<file path="config.mk">
export PLATFORM = sky130hd
export DESIGN_NAME = sparse_polynomial_adder_unit
export DESIGN_NICKNAME = d
export VERILOG_FILES = /design/src/design/spa_pkg.sv /design/src/design/spa_term_buf.sv /design/src/design/spa_merge_ctrl.sv /design/src/design/sparse_polynomial_adder_unit.sv
export SDC_FILE = /design/constraint.sdc
export NUM_CORES = 1
export LEC_CHECK = 0
export BUFFER_PORTS_ARGS = -buffer_cell sky130_fd_sc_hd__buf_2
export CAP_MARGIN = 5
export CORE_ASPECT_RATIO = 0.7
export CORE_MARGIN = 3
export CORE_UTILIZATION = 60
export DETAILED_ROUTE_END_ITERATION = 8
export PLACE_DENSITY_LB_ADDON = 0.12
export SYNTH_ARGS = -nofsm -noshare
export SYNTH_HDL_FRONTEND = slang
export SYNTH_HIERARCHICAL = 1
export SYNTH_SLANG_ARGS = --single-unit
</file>
<file path="constraint.sdc">
create_clock -name clk -period 6.5 [get_ports clk]
set_input_delay 0.325 -clock clk [delete_from_list [all_inputs] [get_ports clk]]
set_output_delay 0.325 -clock clk [all_outputs]
set_load 0.02 [all_outputs]
</file>
<file path="src/design/spa_pkg.sv">
// ----------------------------------------------------------------------------
// Sparse polynomial adder package
// Shared widths, sizes, codes and control types.
// ----------------------------------------------------------------------------
package spa_pkg;

  localparam int MAX_TERMS  = 32;
  localparam int COEF_BITS  = 16;
  localparam int EXP_BITS   = 8;
  localparam int SUM_BITS   = COEF_BITS + 1;
  localparam int ADDR_W     = (MAX_TERMS > 1) ? $clog2(MAX_TERMS) : 1;
  localparam int CNT_W      = $clog2(MAX_TERMS + 1);
  localparam int IN_DATA_W  = ((COEF_BITS + EXP_BITS + 7) / 8) * 8;
  localparam int OUT_DATA_W = ((SUM_BITS + EXP_BITS + 7) / 8) * 8;

  typedef enum logic [1:0] {
    ACT_LOAD_FIRST  = 2'd0,
    ACT_LOAD_SECOND = 2'd1,
    ACT_ADD         = 2'd2
  } action_t;

  typedef enum logic [1:0] {
    ST_IDLE,
    ST_READ,
    ST_EMIT,
    ST_EMPTY
  } state_t;

  typedef struct packed {
    logic              en;
    logic [ADDR_W-1:0] addr;
  } buf_wr_t;

endpackage

</file>
<file path="src/design/spa_term_buf.sv">
// ----------------------------------------------------------------------------
// Term buffer
// One polynomial's coefficients and exponents, one write and one
// registered read port.
// ----------------------------------------------------------------------------
module spa_term_buf (
  input  logic                                clk,
  input  spa_pkg::buf_wr_t                    wr,
  input  logic signed [spa_pkg::COEF_BITS-1:0] wr_coef,
  input  logic [spa_pkg::EXP_BITS-1:0]        wr_exp,
  input  logic [spa_pkg::ADDR_W-1:0]          rd_addr,
  output logic signed [spa_pkg::COEF_BITS-1:0] rd_coef,
  output logic [spa_pkg::EXP_BITS-1:0]        rd_exp
);

  logic [spa_pkg::COEF_BITS+spa_pkg::EXP_BITS-1:0] mem [spa_pkg::MAX_TERMS];

  always_ff @(posedge clk) begin
    if (wr.en) begin
      mem[wr.addr] <= {wr_exp, wr_coef};
    end
    {rd_exp, rd_coef} <= mem[rd_addr];
  end

endmodule

</file>
<file path="src/design/spa_merge_ctrl.sv">
// ----------------------------------------------------------------------------
// Merge sequencer
// Counts loads, walks both buffers with one shared compare and add unit,
// and holds the result in an output register.
// ----------------------------------------------------------------------------
module spa_merge_ctrl (
  input  logic                                 clk,
  input  logic                                 rst,
  input  logic                                 s_tvalid,
  output logic                                 s_tready,
  input  logic [1:0]                           action,
  output spa_pkg::buf_wr_t                     wr_first,
  output spa_pkg::buf_wr_t                     wr_second,
  output logic [spa_pkg::ADDR_W-1:0]           rd_i,
  output logic [spa_pkg::ADDR_W-1:0]           rd_j,
  input  logic signed [spa_pkg::COEF_BITS-1:0] a_coef,
  input  logic [spa_pkg::EXP_BITS-1:0]         a_exp,
  input  logic signed [spa_pkg::COEF_BITS-1:0] b_coef,
  input  logic [spa_pkg::EXP_BITS-1:0]         b_exp,
  output logic                                 m_tvalid,
  input  logic                                 m_tready,
  output logic signed [spa_pkg::SUM_BITS-1:0]  sum_coefficient,
  output logic [spa_pkg::EXP_BITS-1:0]         term_exponent,
  output logic                                 last_term,
  output logic                                 no_terms,
  output logic                                 terms_dropped
);

  spa_pkg::state_t           state, state_next;
  logic [spa_pkg::CNT_W-1:0] first_count, first_count_next;
  logic [spa_pkg::CNT_W-1:0] second_count, second_count_next;
  logic                      overflow_flag, overflow_flag_next;
  logic [spa_pkg::CNT_W-1:0] idx_i, idx_i_next;
  logic [spa_pkg::CNT_W-1:0] idx_j, idx_j_next;
  logic                      out_free;
  logic                      load_out;
  logic                      a_v, b_v, take_a, take_b, use_a, use_b;
  logic signed [spa_pkg::SUM_BITS-1:0] op_a, op_b, sum;
  logic [spa_pkg::EXP_BITS-1:0]        merged_exp;
  logic [spa_pkg::CNT_W-1:0]           step_i, step_j;
  logic                                merge_last;
  logic                                set_empty;

  assign out_free = !m_tvalid || m_tready;
  assign rd_i     = idx_i[spa_pkg::ADDR_W-1:0];
  assign rd_j     = idx_j[spa_pkg::ADDR_W-1:0];
  assign s_tready = (state == spa_pkg::ST_IDLE);

  // shared compare and add unit
  always_comb begin
    a_v        = idx_i < first_count;
    b_v        = idx_j < second_count;
    take_a     = a_v && (!b_v || (a_exp > b_exp));
    take_b     = b_v && (!a_v || (a_exp < b_exp));
    use_a      = take_a || (a_v && b_v && (a_exp == b_exp));
    use_b      = take_b || (a_v && b_v && (a_exp == b_exp));
    op_a       = use_a ? {a_coef[spa_pkg::COEF_BITS-1], a_coef} : '0;
    op_b       = use_b ? {b_coef[spa_pkg::COEF_BITS-1], b_coef} : '0;
    sum        = op_a + op_b;
    merged_exp = take_b ? b_exp : a_exp;
    step_i     = idx_i + spa_pkg::CNT_W'(use_a);
    step_j     = idx_j + spa_pkg::CNT_W'(use_b);
    merge_last = (step_i >= first_count) && (step_j >= second_count);
  end

  always_comb begin
    state_next         = state;
    first_count_next   = first_count;
    second_count_next  = second_count;
    overflow_flag_next = overflow_flag;
    idx_i_next         = idx_i;
    idx_j_next         = idx_j;
    wr_first           = '0;
    wr_second          = '0;
    load_out           = 1'b0;
    set_empty          = 1'b0;
    wr_first.addr      = first_count[spa_pkg::ADDR_W-1:0];
    wr_second.addr     = second_count[spa_pkg::ADDR_W-1:0];
    case (state)
      spa_pkg::ST_IDLE: begin
        if (s_tvalid) begin
          case (action)
            spa_pkg::ACT_LOAD_FIRST: begin
              if (first_count < spa_pkg::CNT_W'(spa_pkg::MAX_TERMS)) begin
                wr_first.en      = 1'b1;
                first_count_next = first_count + spa_pkg::CNT_W'(1);
              end else begin
                overflow_flag_next = 1'b1;
              end
            end
            spa_pkg::ACT_LOAD_SECOND: begin
              if (second_count < spa_pkg::CNT_W'(spa_pkg::MAX_TERMS)) begin
                wr_second.en      = 1'b1;
                second_count_next = second_count + spa_pkg::CNT_W'(1);
              end else begin
                overflow_flag_next = 1'b1;
              end
            end
            spa_pkg::ACT_ADD: begin
              idx_i_next = '0;
              idx_j_next = '0;
              if (first_count == '0 && second_count == '0) begin
                state_next = spa_pkg::ST_EMPTY;
              end else begin
                state_next = spa_pkg::ST_READ;
              end
            end
            default: begin
            end
          endcase
        end
      end
      spa_pkg::ST_READ: begin
        state_next = spa_pkg::ST_EMIT;
      end
      spa_pkg::ST_EMIT: begin
        if (out_free) begin
          load_out   = 1'b1;
          idx_i_next = step_i;
          idx_j_next = step_j;
          if (merge_last) begin
            first_count_next   = '0;
            second_count_next  = '0;
            overflow_flag_next = 1'b0;
            state_next         = spa_pkg::ST_IDLE;
          end else begin
            state_next = spa_pkg::ST_READ;
          end
        end
      end
      spa_pkg::ST_EMPTY: begin
        if (out_free) begin
          load_out           = 1'b1;
          set_empty          = 1'b1;
          overflow_flag_next = 1'b0;
          state_next         = spa_pkg::ST_IDLE;
        end
      end
      default: begin
        state_next = spa_pkg::ST_IDLE;
      end
    endcase
  end

  always_ff @(posedge clk) begin
    if (rst) begin
      state         <= spa_pkg::ST_IDLE;
      first_count   <= '0;
      second_count  <= '0;
      overflow_flag <= 1'b0;
      idx_i         <= '0;
      idx_j         <= '0;
      m_tvalid      <= 1'b0;
    end else begin
      state         <= state_next;
      first_count   <= first_count_next;
      second_count  <= second_count_next;
      overflow_flag <= overflow_flag_next;
      idx_i         <= idx_i_next;
      idx_j         <= idx_j_next;
      if (load_out) begin
        m_tvalid <= 1'b1;
      end else if (m_tready) begin
        m_tvalid <= 1'b0;
      end
    end
  end

  always_ff @(posedge clk) begin
    if (load_out) begin
      sum_coefficient <= set_empty ? '0 : sum;
      term_exponent   <= set_empty ? '0 : merged_exp;
      last_term       <= set_empty || merge_last;
      no_terms        <= set_empty;
      terms_dropped   <= overflow_flag;
    end
  end

`ifndef SYNTHESIS
  a_count_range: assert property (@(posedge clk) disable iff (rst)
    first_count <= spa_pkg::CNT_W'(spa_pkg::MAX_TERMS)
    && second_count <= spa_pkg::CNT_W'(spa_pkg::MAX_TERMS))
    else $error("term count beyond capacity");

  a_index_range: assert property (@(posedge clk) disable iff (rst)
    (state == spa_pkg::ST_READ || state == spa_pkg::ST_EMIT)
    |-> (idx_i <= first_count && idx_j <= second_count
         && (idx_i < first_count || idx_j < second_count)))
    else $error("merge index past end of buffer");

  a_clear_after_last: assert property (@(posedge clk) disable iff (rst)
    (state == spa_pkg::ST_EMIT && load_out && merge_last)
    |=> (first_count == '0 && second_count == '0 && !overflow_flag))
    else $error("counts not cleared after final term");

  a_valid_source: assert property (@(posedge clk) disable iff (rst)
    $rose(m_tvalid) |-> ($past(state) == spa_pkg::ST_EMIT
                         || $past(state) == spa_pkg::ST_EMPTY))
    else $error("result raised outside an emit state");
`endif

endmodule

</file>
<file path="src/design/sparse_polynomial_adder_unit.sv">
// Sequence: a load writes its term into a buffer; an add reads both buffers in ST_READ,
//   then compares, adds and registers a term in ST_EMIT (ST_EMPTY for two empty buffers).
// Each result term takes a buffer read, then a compare and add, and waits while the output
//   is held; the input is stalled until an add's last term is registered; one load a cycle.
// Reset: synchronous, active high; clears both term counts, the overflow flag,
//   the sequencer and the output valid. Buffer contents are not cleared.
// ----------------------------------------------------------------------------
// Sparse polynomial adder
// Loads terms of two polynomials and merges them in descending exponent
// order, summing terms of equal exponent.
// ----------------------------------------------------------------------------
module sparse_polynomial_adder_unit (
  input  logic                             clk,
  input  logic                             rst,
  input  logic                             s_tvalid,
  output logic                             s_tready,
  input  logic [spa_pkg::IN_DATA_W-1:0]    s_tdata,  // coefficient, exponent
  input  logic [1:0]                       s_tuser,  // action
  output logic                             m_tvalid,
  input  logic                             m_tready,
  output logic [spa_pkg::OUT_DATA_W-1:0]   m_tdata,  // sum_coefficient, term_exponent
  output logic                             m_tlast,
  output logic [1:0]                       m_tuser   // no_terms, terms_dropped
);

  spa_pkg::buf_wr_t                     wr_first, wr_second;
  logic [spa_pkg::ADDR_W-1:0]           rd_i, rd_j;
  logic signed [spa_pkg::COEF_BITS-1:0] coefficient;
  logic [spa_pkg::EXP_BITS-1:0]         exponent;
  logic signed [spa_pkg::COEF_BITS-1:0] a_coef, b_coef;
  logic [spa_pkg::EXP_BITS-1:0]         a_exp, b_exp;
  logic signed [spa_pkg::SUM_BITS-1:0]  sum_coefficient;
  logic [spa_pkg::EXP_BITS-1:0]         term_exponent;
  logic                                 no_terms, terms_dropped;

  assign coefficient = s_tdata[spa_pkg::COEF_BITS-1:0];
  assign exponent    = s_tdata[spa_pkg::COEF_BITS+spa_pkg::EXP_BITS-1:spa_pkg::COEF_BITS];
  assign m_tdata     = spa_pkg::OUT_DATA_W'({term_exponent, sum_coefficient});
  assign m_tuser     = {terms_dropped, no_terms};

  spa_term_buf u_first (
    .clk     (clk),
    .wr      (wr_first),
    .wr_coef (coefficient),
    .wr_exp  (exponent),
    .rd_addr (rd_i),
    .rd_coef (a_coef),
    .rd_exp  (a_exp)
  );

  spa_term_buf u_second (
    .clk     (clk),
    .wr      (wr_second),
    .wr_coef (coefficient),
    .wr_exp  (exponent),
    .rd_addr (rd_j),
    .rd_coef (b_coef),
    .rd_exp  (b_exp)
  );

  spa_merge_ctrl u_ctrl (
    .clk             (clk),
    .rst             (rst),
    .s_tvalid        (s_tvalid),
    .s_tready        (s_tready),
    .action          (s_tuser),
    .wr_first        (wr_first),
    .wr_second       (wr_second),
    .rd_i            (rd_i),
    .rd_j            (rd_j),
    .a_coef          (a_coef),
    .a_exp           (a_exp),
    .b_coef          (b_coef),
    .b_exp           (b_exp),
    .m_tvalid        (m_tvalid),
    .m_tready        (m_tready),
    .sum_coefficient (sum_coefficient),
    .term_exponent   (term_exponent),
    .last_term       (m_tlast),
    .no_terms        (no_terms),
    .terms_dropped   (terms_dropped)
  );

endmodule
</file>
==> metrics.md <==
| Metric | Value |
|---|---|
| # Post-CTS Setup Buffers | `0` |
| Reg2reg start | `u_ctrl/first_count[4]$_SDFFE_PP0P_` |
| Clk Latency, worst-skew pair | `760 ps` |
| Max cap viols | `0` |
| Post-synthesis register bit count | `1,640` |
| Post-detailed-route count of antenna-violating nets | `0` |
| Post-DP Area | `about 67,000 µm²` |
| Die Wd | `between 400 and 500 µm` |
| Critical Path RT | `roughly 7000 ps` |
| TritonRoute pass-1 iters | `5` |
| Worst min path class | `input pin to register` |
| Ports | `67` |
| Hold_sp | `rst` |
| Fin Clk Skew | `between 20 and 30 ps` |
| CORE AREA | `around 110,000 µm²` |
| First-pass GRT wire length | `about 230,000 µm` |
| Clk buf depth | `3` |
| GPL Wtd Cong | `0.884` |
| Critical Path Source Type | `register` |
| Final TNS setup | `0 ps` |
| FP Rows | `100` |
| Resized cells post-CTS | `0` |
| Fin. Hold Viols | `0` |
| Leak Pwr | `22.1 nW` |
| Final period util | `75.8%` |
| Die H | `about 280 µm` |
| Clock transition at path regs | `about 70 ps` |
| Worst R2R Setup Slack | `1570 ps` |
| Initial core utilization | `61.1%` |
| CTS root buffer | `clkbuf_16` |
| Pins Over Slew Limit | `0` |
| Synth area leader | `edfxtp_1` |
| Post-synthesis sequential area ratio | `74.0%` |
| Critical path class | `register to register` |
| Synth top area share | `around 72%` |
| Setup violations, final | `0` |
| Layout Cell Area excl Fill | `between 70,000 and 80,000 µm²` |
| DR vias/cell | `6.29` |
| Share of layout cells above drive strength 1 | `between 10% and 20%` |
| Relative slew slack | `between 20% and 30%` |
| Peak Freq | `around 0.20 GHz` |
| Cell Area, Synth | `about 65,000 µm²` |
| Antenna violations before repair | `4` |
| Post-detail-place hpwl | `~86,000 µm` |
| Worst VDD drop | `about 0.00025 V` |
| Via count | `35.2k` |
| Die ar. | `113,000 µm²` |
| Setup crit start | `u_ctrl/first_count[4]$_SDFFE_PP0P_` |
| Critical-path maximum fanout | `17` |
| Final wirelength | `roughly 160,000 µm` |
| Cell Pwr Density | `~290 nW/µm²` |
| Clk sinks | `between 1.5k and 2k` |
| Total gr overflow | `0` |
| Yosys Warn Count | `6` |
| CTS tree | `built` |
| RSZ-0062 raised after global routing | `no` |
| Top post-synthesis cells by area | `edfxtp_1 (72%), mux2i_1 (12%), dfxtp_1 (2.3%)` |
| Vias in the first global route | `~32k` |
| Total CTS buffers | `150` |
| H-tree depth | `4` |
| Drt wl/cell | `between 20 and 30 µm` |
| Worst Tran Pin Value | `around 1200 ps` |
| Top_reg_cell synth | `edfxtp_1` |
| Worst EP arrival | `5430 ps` |
| Largest net degree at the start of global routing | `~130` |
| Fraction of registers with async set/reset | `0%` |
| Post-CTS Hold Buffers | `0` |
| Avg Inst Size Synth | `about 17 µm²` |
| Min Clock Period, post-route | `between 4000 and 5000 ps` |
| Distinct cells, synth | `66` |
| Commonest non-fill, non-tap cells in the layout | `edfxtp_1 (1,564), mux2i_1 (769), a21oi_1 (181)` |
| Total GRT Usage | `between 20% and 30%` |
| I/O Buffers | `between 50 and 60` |
| DRC errors left | `0` |
| Commonest non-fill, non-tap cell in the layout | `edfxtp_1` |
| Outcome | `complete, no violations` |
| Area Overhead vs Synth | `10.1%` |
| Post-Syn Instances | `a little under 4k` |
| Iter 0 DRT Violations | `around 4.0k` |
| Final Net Count | `between 4k and 5k` |
| Post-synth EDFFs | `roughly 1.6k` |
| CP Capture Type | `register` |
per-layer routing:
layer	share of wire, %	vias up	global-route usage, %	routed length, µm
met2	40	1538	36.5	62800
met3	11	159	8.09	17900
met1	47	17913	45.6	74100
met4	1.4	2	5.34	2190
met5	0.0070	-	0	11
li1	-	15572	-	-
power breakdown:
part | total [mW] | internal (mW) | switching [mW]
combinational | 0.664 | 0.178 | 0.486
sequential | 11.6 | 11.6 | 0.0350
clock | 8.63 | 4.89 | 3.74
Yosys cell counts (2+ instances only):
library cell / instances
buf_1: 10
a221oi_2: 2
ha_1: 54
o41ai_1: 4
or3_1: 4
clkbuf_4: 2
or2_2: 2
a21o_1: 11
nand2_1: 158
xnor2_1: 9
mux2i_1: 769
nand2b_1: 11
a22oi_1: 154
buf_2: 62
buf_4: 56
and2_1: 35
inv_1: 29
o211ai_1: 3
xor2_1: 11
a32oi_1: 3
nor2_1: 117
nor4_1: 3
a221oi_1: 2
a31oi_1: 53
nor2b_1: 14
nand3b_1: 12
a21oi_1: 181
or3b_2: 6
clkbuf_1: 65
o21a_1: 4
a211oi_1: 10
and3_1: 6
nand3_1: 175
buf_6: 44
nor3_1: 55
nand4_1: 5
o21ai_0: 27
a22o_1: 96
edfxtp_1: 1564
dfxtp_1: 76
or2_1: 2
critical path, cell delays in order (launching register included):
cell      delay, ps
dfxtp_1         570
inv_1           200
ha_1            360
a21o_1          180
a21oi_1         280
o31ai_1         160
a31oi_2         550
ha_1            320
ha_1            250
nand3_1         140
xnor2_1         250
ha_1            270
a21o_1          180
a21oi_1         170
a21boi_1        280
nor2_1          200
or2_2           300
sequential cells by signal (all words and copies together) (netlist names), 2 cells and up:
name and count:
u_first/mem 768, u_ctrl/sum_coefficient 17, u_ctrl/state 2, u_second/mem 768, u_second/rd_coef 16, u_ctrl/idx_i 6
u_ctrl/first_count 6, u_first/rd_exp 8, u_ctrl/idx_j 6, u_ctrl/second_count 6, u_first/rd_coef 16, u_ctrl/term_exponent 8
u_second/rd_exp 8
cells by family after synthesis:
logic type	after synthesis	synth area share, %
compound gates	564	5.91
xor+xnor	20	0.267
fa+ha+maj	55	1.06
buf+inv	268	2.49
flops	1640	74.0
mux	770	11.8
other cells	1	0.00573
simple gates	613	4.46
cell type report:
type / count / area, µm²
flip-flops and latches: 1640 / 48500
fillers: 7227 / 35100
multi-input cells: 2029 / 15600
clock buffers: 196 / 4090
well taps: 1428 / 1790
repair buffers: 181 / 1290
clock inverters: 80 / 723
inverters: 29 / 109
diodes: 14 / 35.0
per-stage QoR:
| step | utilization, % | std cells | worst slack (ps) | hold WS [ps] | power, mW |
|---|---|---|---|---|---|
| finish | 67.3 | 5597 | 1570 | 121 | 20.9 |
| global route | 67.2 | 5583 | 1180 | 109 | 21.6 |
| CTS | 67.2 | 5583 | 1680 | 53.2 | 21.1 |
| detailed placement | 62.7 | 5307 | 1730 | 552 | 12.5 |
| global placement | 62.7 | 5307 | 1730 | 545 | 12.5 |
| floorplan | - | 3937 | 2660 | 424 | 12.2 |
path summary, 6_finish.rpt:
kind,depth (start not counted),endpoint
worst max-delay path,16,u_ctrl/last_term$_DFFE_PP_
worst min-delay path,2,u_ctrl/idx_i[4]$_SDFFE_PP0P_
worst max register to register,16,u_ctrl/last_term$_DFFE_PP_
worst min register to register,2,u_ctrl/idx_j[5]$_SDFFE_PP0P_
(Power assumes the default switching activity.)
